## config.mk

```make
export PLATFORM = sky130hd
export DESIGN_NAME = sha1_hash_engine_unit
export DESIGN_NICKNAME = d
export VERILOG_FILES = /design/src/rtl/sha1_pkg.sv /design/src/rtl/sha1_hash_engine_unit.sv /design/src/rtl/sha1_ctrl.sv /design/src/rtl/sha1_dp.sv
export SDC_FILE = /design/constraint.sdc
export NUM_CORES = 2
export LEC_CHECK = 0
export BUFFER_PORTS_ARGS = -buffer_cell sky130_fd_sc_hd__buf_4
export CORE_UTILIZATION = 58
export DETAILED_ROUTE_END_ITERATION = 7
export PLACE_DENSITY_LB_ADDON = 0.08
export SYNTH_ARGS = -nofsm -noshare
export SYNTH_HDL_FRONTEND = slang
export SYNTH_SLANG_ARGS = --single-unit
```

## constraint.sdc

```tcl
create_clock -name clk -period 14.55 [get_ports clk]
set_input_delay 1.455 -clock clk [delete_from_list [all_inputs] [get_ports clk]]
set_output_delay 1.455 -clock clk [all_outputs]
set_load 0.02 [all_outputs]
```

## src/rtl/sha1_pkg.sv

```systemverilog
// Shared types and constants of the SHA-1 hash engine.
`timescale 1ns / 1ps

package sha1_pkg;

	typedef struct packed {
		logic [7:0] data_byte;
		logic       has_byte;
		logic       last;
	} in_item_t;

	typedef struct packed {
		logic [31:0] digest_word;
		logic [2:0]  word_index;
		logic        last_word;
	} out_item_t;

	// byte source for the block shift line
	localparam logic [1:0] BSEL_DATA = 2'd0;
	localparam logic [1:0] BSEL_PAD  = 2'd1;
	localparam logic [1:0] BSEL_ZERO = 2'd2;
	localparam logic [1:0] BSEL_LEN  = 2'd3;

	localparam logic [7:0] PAD_BYTE = 8'h80;

	localparam logic [2:0] LAST_WIDX = 3'd4;
	localparam logic [5:0] FILL_FULL = 6'd63;
	localparam logic [5:0] FILL_LEN  = 6'd56;
	localparam logic [6:0] RND_LAST  = 7'd79;

	localparam logic [31:0] IV0 = 32'h67452301;
	localparam logic [31:0] IV1 = 32'hefcdab89;
	localparam logic [31:0] IV2 = 32'h98badcfe;
	localparam logic [31:0] IV3 = 32'h10325476;
	localparam logic [31:0] IV4 = 32'hc3d2e1f0;

	localparam logic [31:0] K0 = 32'h5a827999;
	localparam logic [31:0] K1 = 32'h6ed9eba1;
	localparam logic [31:0] K2 = 32'h8f1bbcdc;
	localparam logic [31:0] K3 = 32'hca62c1d6;

	typedef struct packed {
		logic       shift;      // shift one byte into the block
		logic [1:0] bsel;
		logic       cnt_msg;    // count a message byte
		logic       load_vars;  // a..e <= chain, round count <= 0
		logic       round;
		logic       chain_add;
		logic       out_load;
		logic [2:0] widx;
		logic       clear;      // back to initial hash values
	} cmd_t;

	typedef struct packed {
		logic [5:0] fill;
		logic       rnd_last;
	} sts_t;

endpackage

```

## src/rtl/sha1_hash_engine_unit.sv

```systemverilog
// Top level of the byte-streaming SHA-1 hash engine.
`timescale 1ns / 1ps
//
// channel  | direction | handshake                | payload
// ---------+-----------+--------------------------+------------------------------------
// byte     | in        | byte_valid / byte_stall  | byte_item   (data_byte, has_byte, last)
// digest   | out       | digest_valid / digest_stall | digest_item (digest_word, word_index, last_word)
//
// Each byte enters the shift line. The 64th byte of a block starts the
// compression: 80 rounds (one round per cycle through the single round
// adder), then the chaining add, input stalled. A last item feeds 0x80,
// zeros and the 8 length bytes one per cycle through the same shift line
// (one or two blocks, paused while a block compresses), then five digest transfers.
// Reset: chaining words to the initial hash values, counts to zero.
// The input is taken again as soon as the fifth word sits in the output register.

module sha1_hash_engine_unit (
	input  logic                clk,
	input  logic                arst_n,
	input  logic                byte_valid,
	output logic                byte_stall,
	input  sha1_pkg::in_item_t  byte_item,
	output logic                digest_valid,
	input  logic                digest_stall,
	output sha1_pkg::out_item_t digest_item
);

	sha1_pkg::cmd_t cmd;
	sha1_pkg::sts_t sts;

	// sequencer: handshakes, padding order, round count, word counter
	sha1_ctrl u_ctrl (
		.clk          (clk),
		.arst_n       (arst_n),
		.byte_valid   (byte_valid),
		.byte_stall   (byte_stall),
		.byte_item    (byte_item),
		.digest_valid (digest_valid),
		.digest_stall (digest_stall),
		.sts          (sts),
		.cmd          (cmd)
	);

	// datapath: block window doubles as the message schedule
	sha1_dp u_dp (
		.clk       (clk),
		.arst_n    (arst_n),
		.data_byte (byte_item.data_byte),
		.cmd       (cmd),
		.sts       (sts),
		.out_item  (digest_item)
	);

endmodule

```

## src/rtl/sha1_ctrl.sv

```systemverilog
// Sequencer of the SHA-1 engine: byte intake, padding, rounds, digest output.
`timescale 1ns / 1ps

module sha1_ctrl (
	input  logic               clk,
	input  logic               arst_n,
	input  logic               byte_valid,
	output logic               byte_stall,
	input  sha1_pkg::in_item_t byte_item,
	output logic               digest_valid,
	input  logic               digest_stall,
	input  sha1_pkg::sts_t     sts,
	output sha1_pkg::cmd_t     cmd
);

	localparam logic [2:0] ST_IDLE = 3'd0;
	localparam logic [2:0] ST_PAD  = 3'd1;
	localparam logic [2:0] ST_RND  = 3'd2;
	localparam logic [2:0] ST_FIN  = 3'd3;
	localparam logic [2:0] ST_EMIT = 3'd4;

	logic [2:0] state_q, state_n;
	logic       fin_q, fin_n;
	logic       pad_first_q, pad_first_n;
	logic       wrap_q, wrap_n;
	logic [2:0] widx_q, widx_n;
	logic       out_valid_q;
	logic       acc;
	logic       full;
	logic       len_zone;

	assign byte_stall   = (state_q != ST_IDLE);
	assign acc          = byte_valid & ~byte_stall;
	assign digest_valid = out_valid_q;
	assign full         = (sts.fill == sha1_pkg::FILL_FULL);
	assign len_zone     = (sts.fill >= sha1_pkg::FILL_LEN);

	always_comb begin
		state_n     = state_q;
		fin_n       = fin_q;
		pad_first_n = pad_first_q;
		wrap_n      = wrap_q;
		widx_n      = widx_q;
		cmd         = '0;
		cmd.bsel    = sha1_pkg::BSEL_DATA;
		cmd.widx    = widx_q;
		unique case (state_q)
			ST_IDLE: begin
				if (acc) begin
					if (byte_item.has_byte) begin
						cmd.shift   = 1'b1;
						cmd.cnt_msg = 1'b1;
						if (full) begin
							cmd.load_vars = 1'b1;
							state_n       = ST_RND;
						end
					end
					if (byte_item.last) begin
						fin_n       = 1'b1;
						pad_first_n = 1'b1;
						if (!(byte_item.has_byte && full)) begin
							state_n = ST_PAD;
						end
					end
				end
			end
			ST_PAD: begin
				cmd.shift = 1'b1;
				if (pad_first_q) begin
					cmd.bsel    = sha1_pkg::BSEL_PAD;
					pad_first_n = 1'b0;
					// no room left for the length: it goes in one more block
					if (len_zone) begin
						wrap_n = 1'b1;
					end
				end else if (len_zone && !wrap_q) begin
					cmd.bsel = sha1_pkg::BSEL_LEN;
				end else begin
					cmd.bsel = sha1_pkg::BSEL_ZERO;
				end
				if (full) begin
					cmd.load_vars = 1'b1;
					state_n       = ST_RND;
				end
			end
			ST_RND: begin
				cmd.round = 1'b1;
				if (sts.rnd_last) begin
					state_n = ST_FIN;
				end
			end
			ST_FIN: begin
				cmd.chain_add = 1'b1;
				if (!fin_q) begin
					state_n = ST_IDLE;
				end else if (pad_first_q || wrap_q) begin
					wrap_n  = 1'b0;
					state_n = ST_PAD;
				end else begin
					widx_n  = '0;
					state_n = ST_EMIT;
				end
			end
			ST_EMIT: begin
				if (!out_valid_q || !digest_stall) begin
					cmd.out_load = 1'b1;
					widx_n       = widx_q + 3'd1;
					if (widx_q == sha1_pkg::LAST_WIDX) begin
						cmd.clear = 1'b1;
						fin_n     = 1'b0;
						state_n   = ST_IDLE;
					end
				end
			end
			default: begin
				state_n = ST_IDLE;
			end
		endcase
	end

	always_ff @(posedge clk or negedge arst_n) begin
		if (!arst_n) begin
			state_q     <= ST_IDLE;
			fin_q       <= 1'b0;
			pad_first_q <= 1'b0;
			wrap_q      <= 1'b0;
			widx_q      <= '0;
			out_valid_q <= 1'b0;
		end else begin
			state_q     <= state_n;
			fin_q       <= fin_n;
			pad_first_q <= pad_first_n;
			wrap_q      <= wrap_n;
			widx_q      <= widx_n;
			if (cmd.out_load) begin
				out_valid_q <= 1'b1;
			end else if (!digest_stall) begin
				out_valid_q <= 1'b0;
			end
		end
	end

endmodule

```

## src/rtl/sha1_dp.sv

```systemverilog
// SHA-1 datapath: block shift line, message schedule, round logic, chaining words.
`timescale 1ns / 1ps

module sha1_dp (
	input  logic                clk,
	input  logic                arst_n,
	input  logic [7:0]          data_byte,
	input  sha1_pkg::cmd_t      cmd,
	output sha1_pkg::sts_t      sts,
	output sha1_pkg::out_item_t out_item
);

	logic [31:0] blk_q [16];
	logic [31:0] chain_q [5];
	logic [31:0] a_q, b_q, c_q, d_q, e_q;
	logic [5:0]  fill_q;
	logic [60:0] msg_q;
	logic [6:0]  rnd_q;
	logic [7:0]  byte_in;
	logic [63:0] len_shl;
	logic [31:0] w_new;
	logic [31:0] f_val;
	logic [31:0] k_val;
	logic [31:0] tmp;
	logic [31:0] sel_word;

	assign sts.fill     = fill_q;
	assign sts.rnd_last = (rnd_q == sha1_pkg::RND_LAST);

	// length bytes go out most significant first, at fill 56..63
	assign len_shl = {msg_q, 3'b000} << {fill_q[2:0], 3'b000};

	always_comb begin
		unique case (cmd.bsel)
			sha1_pkg::BSEL_DATA: byte_in = data_byte;
			sha1_pkg::BSEL_PAD:  byte_in = sha1_pkg::PAD_BYTE;
			sha1_pkg::BSEL_ZERO: byte_in = 8'h00;
			sha1_pkg::BSEL_LEN:  byte_in = len_shl[63:56];
		endcase
	end

	// window holds W[t..t+15]; append W[t+16]
	always_comb begin
		w_new = blk_q[13] ^ blk_q[8] ^ blk_q[2] ^ blk_q[0];
		w_new = {w_new[30:0], w_new[31]};
	end

	always_comb begin
		priority if (rnd_q < 7'd20) begin
			f_val = (b_q & c_q) | (~b_q & d_q);
			k_val = sha1_pkg::K0;
		end else if (rnd_q < 7'd40) begin
			f_val = b_q ^ c_q ^ d_q;
			k_val = sha1_pkg::K1;
		end else if (rnd_q < 7'd60) begin
			f_val = (b_q & c_q) | (b_q & d_q) | (c_q & d_q);
			k_val = sha1_pkg::K2;
		end else begin
			f_val = b_q ^ c_q ^ d_q;
			k_val = sha1_pkg::K3;
		end
	end

	assign tmp = {a_q[26:0], a_q[31:27]} + f_val + e_q + k_val + blk_q[0];

	always_comb begin
		unique case (cmd.widx)
			3'd0:    sel_word = chain_q[0];
			3'd1:    sel_word = chain_q[1];
			3'd2:    sel_word = chain_q[2];
			3'd3:    sel_word = chain_q[3];
			3'd4:    sel_word = chain_q[4];
			default: sel_word = '0;
		endcase
	end

	always_ff @(posedge clk) begin
		if (cmd.shift) begin
			for (int i = 0; i < 15; i++) begin
				blk_q[i] <= {blk_q[i][23:0], blk_q[i+1][31:24]};
			end
			blk_q[15] <= {blk_q[15][23:0], byte_in};
		end else if (cmd.round) begin
			for (int i = 0; i < 15; i++) begin
				blk_q[i] <= blk_q[i+1];
			end
			blk_q[15] <= w_new;
		end
	end

	always_ff @(posedge clk) begin
		if (cmd.load_vars) begin
			a_q <= chain_q[0];
			b_q <= chain_q[1];
			c_q <= chain_q[2];
			d_q <= chain_q[3];
			e_q <= chain_q[4];
		end else if (cmd.round) begin
			a_q <= tmp;
			b_q <= a_q;
			c_q <= {b_q[1:0], b_q[31:2]};
			d_q <= c_q;
			e_q <= d_q;
		end
	end

	always_ff @(posedge clk) begin
		if (cmd.out_load) begin
			out_item.digest_word <= sel_word;
			out_item.word_index  <= cmd.widx;
			out_item.last_word   <= (cmd.widx == sha1_pkg::LAST_WIDX);
		end
	end

	always_ff @(posedge clk or negedge arst_n) begin
		if (!arst_n) begin
			chain_q[0] <= sha1_pkg::IV0;
			chain_q[1] <= sha1_pkg::IV1;
			chain_q[2] <= sha1_pkg::IV2;
			chain_q[3] <= sha1_pkg::IV3;
			chain_q[4] <= sha1_pkg::IV4;
			fill_q     <= '0;
			msg_q      <= '0;
			rnd_q      <= '0;
		end else begin
			if (cmd.clear) begin
				chain_q[0] <= sha1_pkg::IV0;
				chain_q[1] <= sha1_pkg::IV1;
				chain_q[2] <= sha1_pkg::IV2;
				chain_q[3] <= sha1_pkg::IV3;
				chain_q[4] <= sha1_pkg::IV4;
				fill_q     <= '0;
				msg_q      <= '0;
			end else begin
				if (cmd.chain_add) begin
					chain_q[0] <= chain_q[0] + a_q;
					chain_q[1] <= chain_q[1] + b_q;
					chain_q[2] <= chain_q[2] + c_q;
					chain_q[3] <= chain_q[3] + d_q;
					chain_q[4] <= chain_q[4] + e_q;
				end
				if (cmd.shift) begin
					fill_q <= fill_q + 6'd1;
				end
				if (cmd.cnt_msg) begin
					msg_q <= msg_q + 61'd1;
				end
			end
			if (cmd.load_vars) begin
				rnd_q <= '0;
			end else if (cmd.round) begin
				rnd_q <= rnd_q + 7'd1;
			end
		end
	end

endmodule

```

## After elaboration in Yosys (flattened, before gate mapping)

Memories as Yosys holds them, arrays and structs flattened.
Index checks and enable logic that the tools add are counted.

- Add/sub/neg operators: 13
- Magnitude comparators: 4
- Equality and inequality tests: 24
- Shift-type cells: 1
- Mux-type cells: 93
- Bitwise operators: 31
- Reduce and logical (&&, ||, !) cells: 24

Operators with widths:

| kind | count |
|---|---|
| 32-bit two-way mux | 31 |
| 160-bit two-way mux | 2 |
| 32-bit adder | 9 |
| 32-bit one-hot mux with 5 select lines | 1 |
| 32-bit XOR | 5 |
| 32-bit AND | 4 |
| 61-bit two-way mux | 2 |
| 32-bit OR | 3 |
| 64-bit by 6-bit left shift with 64-bit output | 1 |
| 61-bit by 1-bit adder with 61-bit output, second input constant | 1 |
| 3-bit two-way mux | 13 |
| 32-bit NOT | 1 |
| 8-bit one-hot mux with 4 select lines | 1 |
| 31-bit two-way mux | 1 |
| 1-bit two-way mux | 27 |
| 2-bit by 1-bit inequality test with 1-bit output, second input constant | 8 |
| 1-bit OR | 16 |
| 2-bit nonzero test | 8 |
| 3-bit one-hot mux with 5 select lines | 1 |
| 7-bit by 6-bit less-than comparator with 1-bit output, second input constant | 2 |
| 7-bit two-way mux | 2 |
| 3-bit by 2-bit == test with 1-bit output, second input constant | 4 |
| 6-bit two-way mux | 2 |
| 1-bit one-hot mux with 2 select lines | 5 |
| other kinds (25) | 40 |

- Flip-flop bits (word level): 440
- Memory bits (writable): 512
- Input bits: 14
- Output and inout bits: 38
- Logic and storage cells: 213
- Memories: 1

Memory list:

| memory | depth | bits a word | read ports | clocked after Yosys merged registers in | wr ports | line | text |
|---|---|---|---|---|---|---|---|
| u_dp.blk_q | 16 | 32 | 16 | 0 | 16 | sha1_dp.sv:13 | `logic [31:0] blk_q [16];` |

## Logic depth before layout (Yosys ltp)

- Depth after elaboration: 12
- Mapped depth: 29
- Gate-level depth less buffers: 27

## Cells and area by module

A second synthesis with hierarchy kept.

- Cell total of the unflattened synthesis: 4,457
- Area total of the unflattened synthesis: 54,441.0 um^2

By module, submodules not included:

| module | times used | cells each | area an instance (um^2) |
|---|---|---|---|
| sha1_dp | 1 | 4,383 | 53,785.3 |
| sha1_ctrl | 1 | 74 | 655.6 |

## Worst setup path after synthesis

OpenSTA, ideal clock, no wires.

- Path kind: in2reg
- From: in byte_item[1] (netlist name)
- To: mem u_dp.blk_q[0][0], enable pin
- Arrival time: 10,949 ps
- Data required time: 10,918 ps
- Setup slack: -31 ps
- Cell stages on the path: 6
- Path buffers: 3
- Cell sequence: and3_1 > clkbuf_1 > a21oi_1 > clkbuf_1 > clkbuf_1 > nand2_1

RTL lines:

| element | line | text |
|---|---|---|
| start: declaration | sha1_hash_engine_unit.sv:22 | `input sha1_pkg::in_item_t byte_item,` |
| end: declaration | sha1_dp.sv:13 |  |

## Worst setup path in the final report

- From: reg u_dp.rnd_q[4]
- To: reg u_dp.a_q[29] (data pin)

- Longest elaborated chain between the ends: 10
- Elaborated cells between the ends (all ways): 15

Ends and longest elaborated chain:

| element | line | text |
|---|---|---|
| start: declaration | sha1_dp.sv:18 | `logic [6:0] rnd_q;` |
| start signal: assignment | sha1_dp.sv:152 | `rnd_q <= rnd_q + 7'd1;` |
| 7-bit by 6-bit less-than comparator with 1-bit output | sha1_dp.sv:55 | `end else if (rnd_q < 7'd60) begin` |
| 32-bit two-way mux | sha1_dp.sv:55 |  |
| 32-bit two-way mux | sha1_dp.sv:52 | `end else if (rnd_q < 7'd40) begin` |
| 32-bit two-way mux | sha1_dp.sv:49 | `priority if (rnd_q < 7'd20) begin` |
| 32-bit adder (2 in a row) | sha1_dp.sv:64 | `assign tmp = {a_q[26:0], a_q[31:27]} + f_val + e_q + k_val + blk_q[0];` |
| 32-bit adder (*) (2 in a row) | sha1_dp.sv:64 |  |
| 32-bit two-way mux (*) | sha1_dp.sv:98 | `end else if (cmd.round) begin` |
| 32-bit two-way mux (*) | sha1_dp.sv:92 | `if (cmd.load_vars) begin` |
| end signal: assignment | sha1_dp.sv:93 | `a_q <= chain_q[0];` |
| end signal: assignment | sha1_dp.sv:99 | `a_q <= tmp;` |
| end: declaration | sha1_dp.sv:15 | `logic [31:0] a_q, b_q, c_q, d_q, e_q;` |

Mark *: on every way between the ends. The rest lies on a longest branch, timed or not. The select of a mux whose other input is x is not followed.
A chain may end at the register's enable or synchronous reset.

==> summary.md <==
| Metric | Value |
|---|---|
| Reg2Reg Depth | 27 |
| Mapped Area | 0.05445 sq mm |
| Clk sink count | 952 |
| Pin count of the biggest net entering global routing | 192 |
| Vias/cell | 5.895 |
| Syn_area_per_cell | 9.531 sq um |
| Placement Setup Slack | 6.633 ns |
| Fill cells | 7,707 |
| Die area | 0.09511 sq mm |
| Initial Util | 0.5843 |
| Share of post-route cells with drive strength above 1 | 0.06933 |
| FF+latch count, synth | 952 |
| Maxcap violations | 0 |
| Cell internal pwr | 6.937 mW |
| Final wirelength | 146.6 mm |
| DP Wirelength | 100.9 mm |
| Tot GR Track Use | 0.3100 |
| Max Clock Skew | 0.03576 ns |
| Final antenna-violating net count | 0 |
| Ports | 52 |
| Minimum clock period | 7.888 ns |
| Diode count | 0 |
| Netlist cell types | 84 |
| Reg power frac | 0.464 |
| Comb power frac | 0.285 |
| Core area | 0.09319 sq mm |
| Clk Latency, worst-skew pair | 0.69 ns |
| Primary FF master, synth | edfxtp_1 |
| Worst hold path class | reg -> reg |
| CP Capture Type | flip-flop |
| Area growth syn-to-layout | 8.964% |
| Pwr Total | 10.58 mW |
| Pwr dens | 178.4 mW/mm^2 |
| Die height | 308.4 microns |
| Final Hold Viols | 0 |
| Most frequent cells in the layout | 2,002 x nand2_1, 708 x edfxtp_1, 307 x o21ai_0 |
| CTS tree | done |
| Final core utilization | 0.6367 |
| CTS H-tree lvls | 3 |
| Final slew viol count | 0 |
| Cts hold-fix bufs | 0 |
| R2R setup slack | 6.66 ns |
| Rel. slew slack | 0.2516 |
| Post-Synthesis Cells | 5,713 |
| DRC marker count from the first detailed-route iteration | 4,039 |
| Pleak | 25.45 nW |
| Total global routing overflow | 0 |
| Outcome | finished clean |
| Final setup violation count | 0 |
| Clock slew at reported path FFs | 0.07 ns |
| Vias in the first global route | 38,825 |
| Syn_nets | 6,080 |
| Net Sw Frac | 0.3446 |
| Yosys warnings | 0 |
| RD Place Congestion | 0.9455 |
| Die W | 308.4 microns |
| Net Sw Power | 3.648 mW |
| Residual DRC count | 0 |
| Req. time, crit path | 14.99 ns |
| Final hold slack | 0.5201 ns |
| FP Rows | 112 |
| Worst Tran Pin Value | 1.123 ns |
| Nets | 6,019 |
| Arr. time, crit path | 8.33 ns |
| CTS Buf Count | 102 |
| Most common cell after layout, fill and taps aside | nand2_1 |
| Clock Power Share | 0.252 |
| Reg2reg end | u_dp.a_q[29] |
| Seq/Total Area, Yosys | 0.5044 |
| Maximum clock insertion buffer count | 3 |
| Startpoint Class | flip-flop |
| Setup Buffers After CTS | 0 |
| End of the critical path | u_dp.a_q[29] |
| Worst VDD drop | 137.4 uV |
| CTS root buf | clkbuf_16 |
| Number of flops mapped to enable cells by yosys | 708 |
| Routed WL per cell | 20.95 microns |
| Setup crit start | u_dp.rnd_q[4] |
| RSZ-0062 raised after global routing | false |
| PortBufs | 51 |
| Synth async-reset ratio | 0.2563 |
| Fin crit share | 0.5422 |
| Via count | 41,237 |
| Final setup margin | 6.662 ns |
| Setup_tns | 0 ns |
| Post-CTS Resized | 0 |
| Launching point of the worst reg2reg path | u_dp.rnd_q[4] |
| Max Fclk | 126.8 MHz |
| DRT Pass-1 Iters | 6 |
| Initial antenna violation count | 0 |
| Kind of critical path | reg -> reg |
| First-pass GRT wire length | 227.0 mm |
| Max FO, Critical Path | 35 |
-- worst max-delay path, cell delays in order, from the launching register on --
cell	delay [ns]
dfrtp_1	0.45
a41oi_1	0.59
inv_1	0.33
nor2_1	0.57
and2_1	0.27
inv_2	0.29
nand2_1	0.16
buf_4	0.38
o221a_2	0.29
fa_1	0.42
inv_1	0.09
fa_1	0.43
fa_1	0.43
inv_1	0.08
ha_1	0.17
inv_1	0.06
fa_1	0.45
nor2b_1	0.13
o21a_1	0.13
o21ai_0	0.11
a21oi_1	0.22
a31oi_1	0.16
o21a_1	0.28
o41a_1	0.41
o21ai_0	0.20
a31oi_1	0.13
xnor2_1	0.14
mux2_2	0.26
-- cell usage after synthesis (all sizes together) (17+ instances only) --
| cell type | n | area share |
|---|---|---|
| o21ai | 310 | 0.028 |
| xnor2 | 176 | 0.028 |
| a31oi | 21 | 0.0025 |
| ha | 229 | 0.053 |
| clkbuf | 247 | 0.017 |
| o32ai | 22 | 0.0035 |
| edfxtp | 708 | 0.39 |
| nand4 | 25 | 0.0029 |
| nor2 | 246 | 0.017 |
| xor2 | 144 | 0.023 |
| dfstp | 80 | 0.039 |
| nand3 | 131 | 0.012 |
| and3 | 32 | 0.0037 |
| a21o | 91 | 0.013 |
| or3 | 19 | 0.0023 |
| o211ai | 17 | 0.0023 |
| nor2b | 42 | 0.0048 |
| nand2 | 2007 | 0.14 |
| a211oi | 17 | 0.0023 |
| inv | 223 | 0.015 |
| a21oi | 236 | 0.022 |
| nor3 | 62 | 0.0060 |
| dfrtp | 164 | 0.075 |
| nand2b | 31 | 0.0036 |
| a22oi | 63 | 0.0087 |
| fa | 124 | 0.046 |
| o21a | 27 | 0.0037 |
-- power groups by stage --
| stage | sequential, mW | combinational, mW | clock (mW) |
|---|---|---|---|
| 3_3_place_gp | 4.93 | 2.97 | 0 |
| 4_1_cts | 4.90 | 3.05 | 2.70 |
| 5_1_grt | 5.02 | 3.42 | 2.80 |
| 2_1_floorplan | 4.90 | 2.26 | 0 |
| 3_5_place_dp | 4.94 | 3.02 | 0 |
| 6_report | 4.91 | 3.01 | 2.67 |
-- cell type report --
class / count / area (sq um) / share of cell area
flip-flops and latches: 952 / 27470 / 0.4629
multi-input cells: 4280 / 25290 / 0.4263
clock buffers: 139 / 2856 / 0.04815
well taps: 1254 / 1569 / 0.02644
inverters: 224 / 840.8 / 0.01417
repair buffers: 92 / 748.2 / 0.01261
clock inverters: 54 / 555.5 / 0.009363
-- sequential cells by signal (all words and copies together) (netlist names), 3 cells and up --
register and cells:
u_dp.chain_q 160, u_dp.fill_q 6, u_dp.blk_q 512, u_dp.out_item 36
u_dp.a_q 32, u_dp.rnd_q 7, u_dp.msg_q 61, u_dp.c_q 32
u_dp.b_q 32, u_ctrl.state_q 3, u_dp.e_q 32, u_dp.d_q 32
u_ctrl.widx_q 3
-- cell families after synthesis --
| family | Yosys count | synth area share |
|---|---|---|
| mux | 32 | 0.009054 |
| buf+inv | 481 | 0.03320 |
| compound gates | 923 | 0.1053 |
| xor+xnor | 320 | 0.05147 |
| fa+ha+maj | 353 | 0.09821 |
| simple gates | 2652 | 0.1983 |
| flops | 952 | 0.5044 |
-- metal layers --
layer / wire length (microns) / up-vias / GRT usage
met5: 0 / - / 0
met4: 3936 / 0 / 0.09221
met3: 11560 / 197 / 0.04824
met2: 65760 / 1480 / 0.4703
met1: 65310 / 20198 / 0.4599
li1: - / 19362 / -
-- how the worst min path moves through the flow --
stage	end	slack [ns]	depth (start not counted)	start
finish	u_dp.chain_q[103]	0.52	2	u_dp.chain_q[103]
global route	u_dp.chain_q[20]	0.54	2	u_dp.chain_q[20]
CTS	u_ctrl.wrap_q	0.52	1	u_ctrl.fin_q
detailed placement	u_ctrl.wrap_q	0.51	1	u_ctrl.fin_q
global placement	u_ctrl.wrap_q	0.50	1	u_ctrl.fin_q
floorplan	u_ctrl.wrap_q	0.46	1	u_ctrl.fin_q
-- metrics by stage --
stage / instance area [sq um] / cells
2_1_floorplan: 54450 / 5713
3_3_place_gp: 55920 / 6802
3_5_place_dp: 55920 / 6802
4_1_cts: 59330 / 6995
5_1_grt: 59330 / 6995
6_report: 59330 / 6995
(Power assumes the default switching activity.)
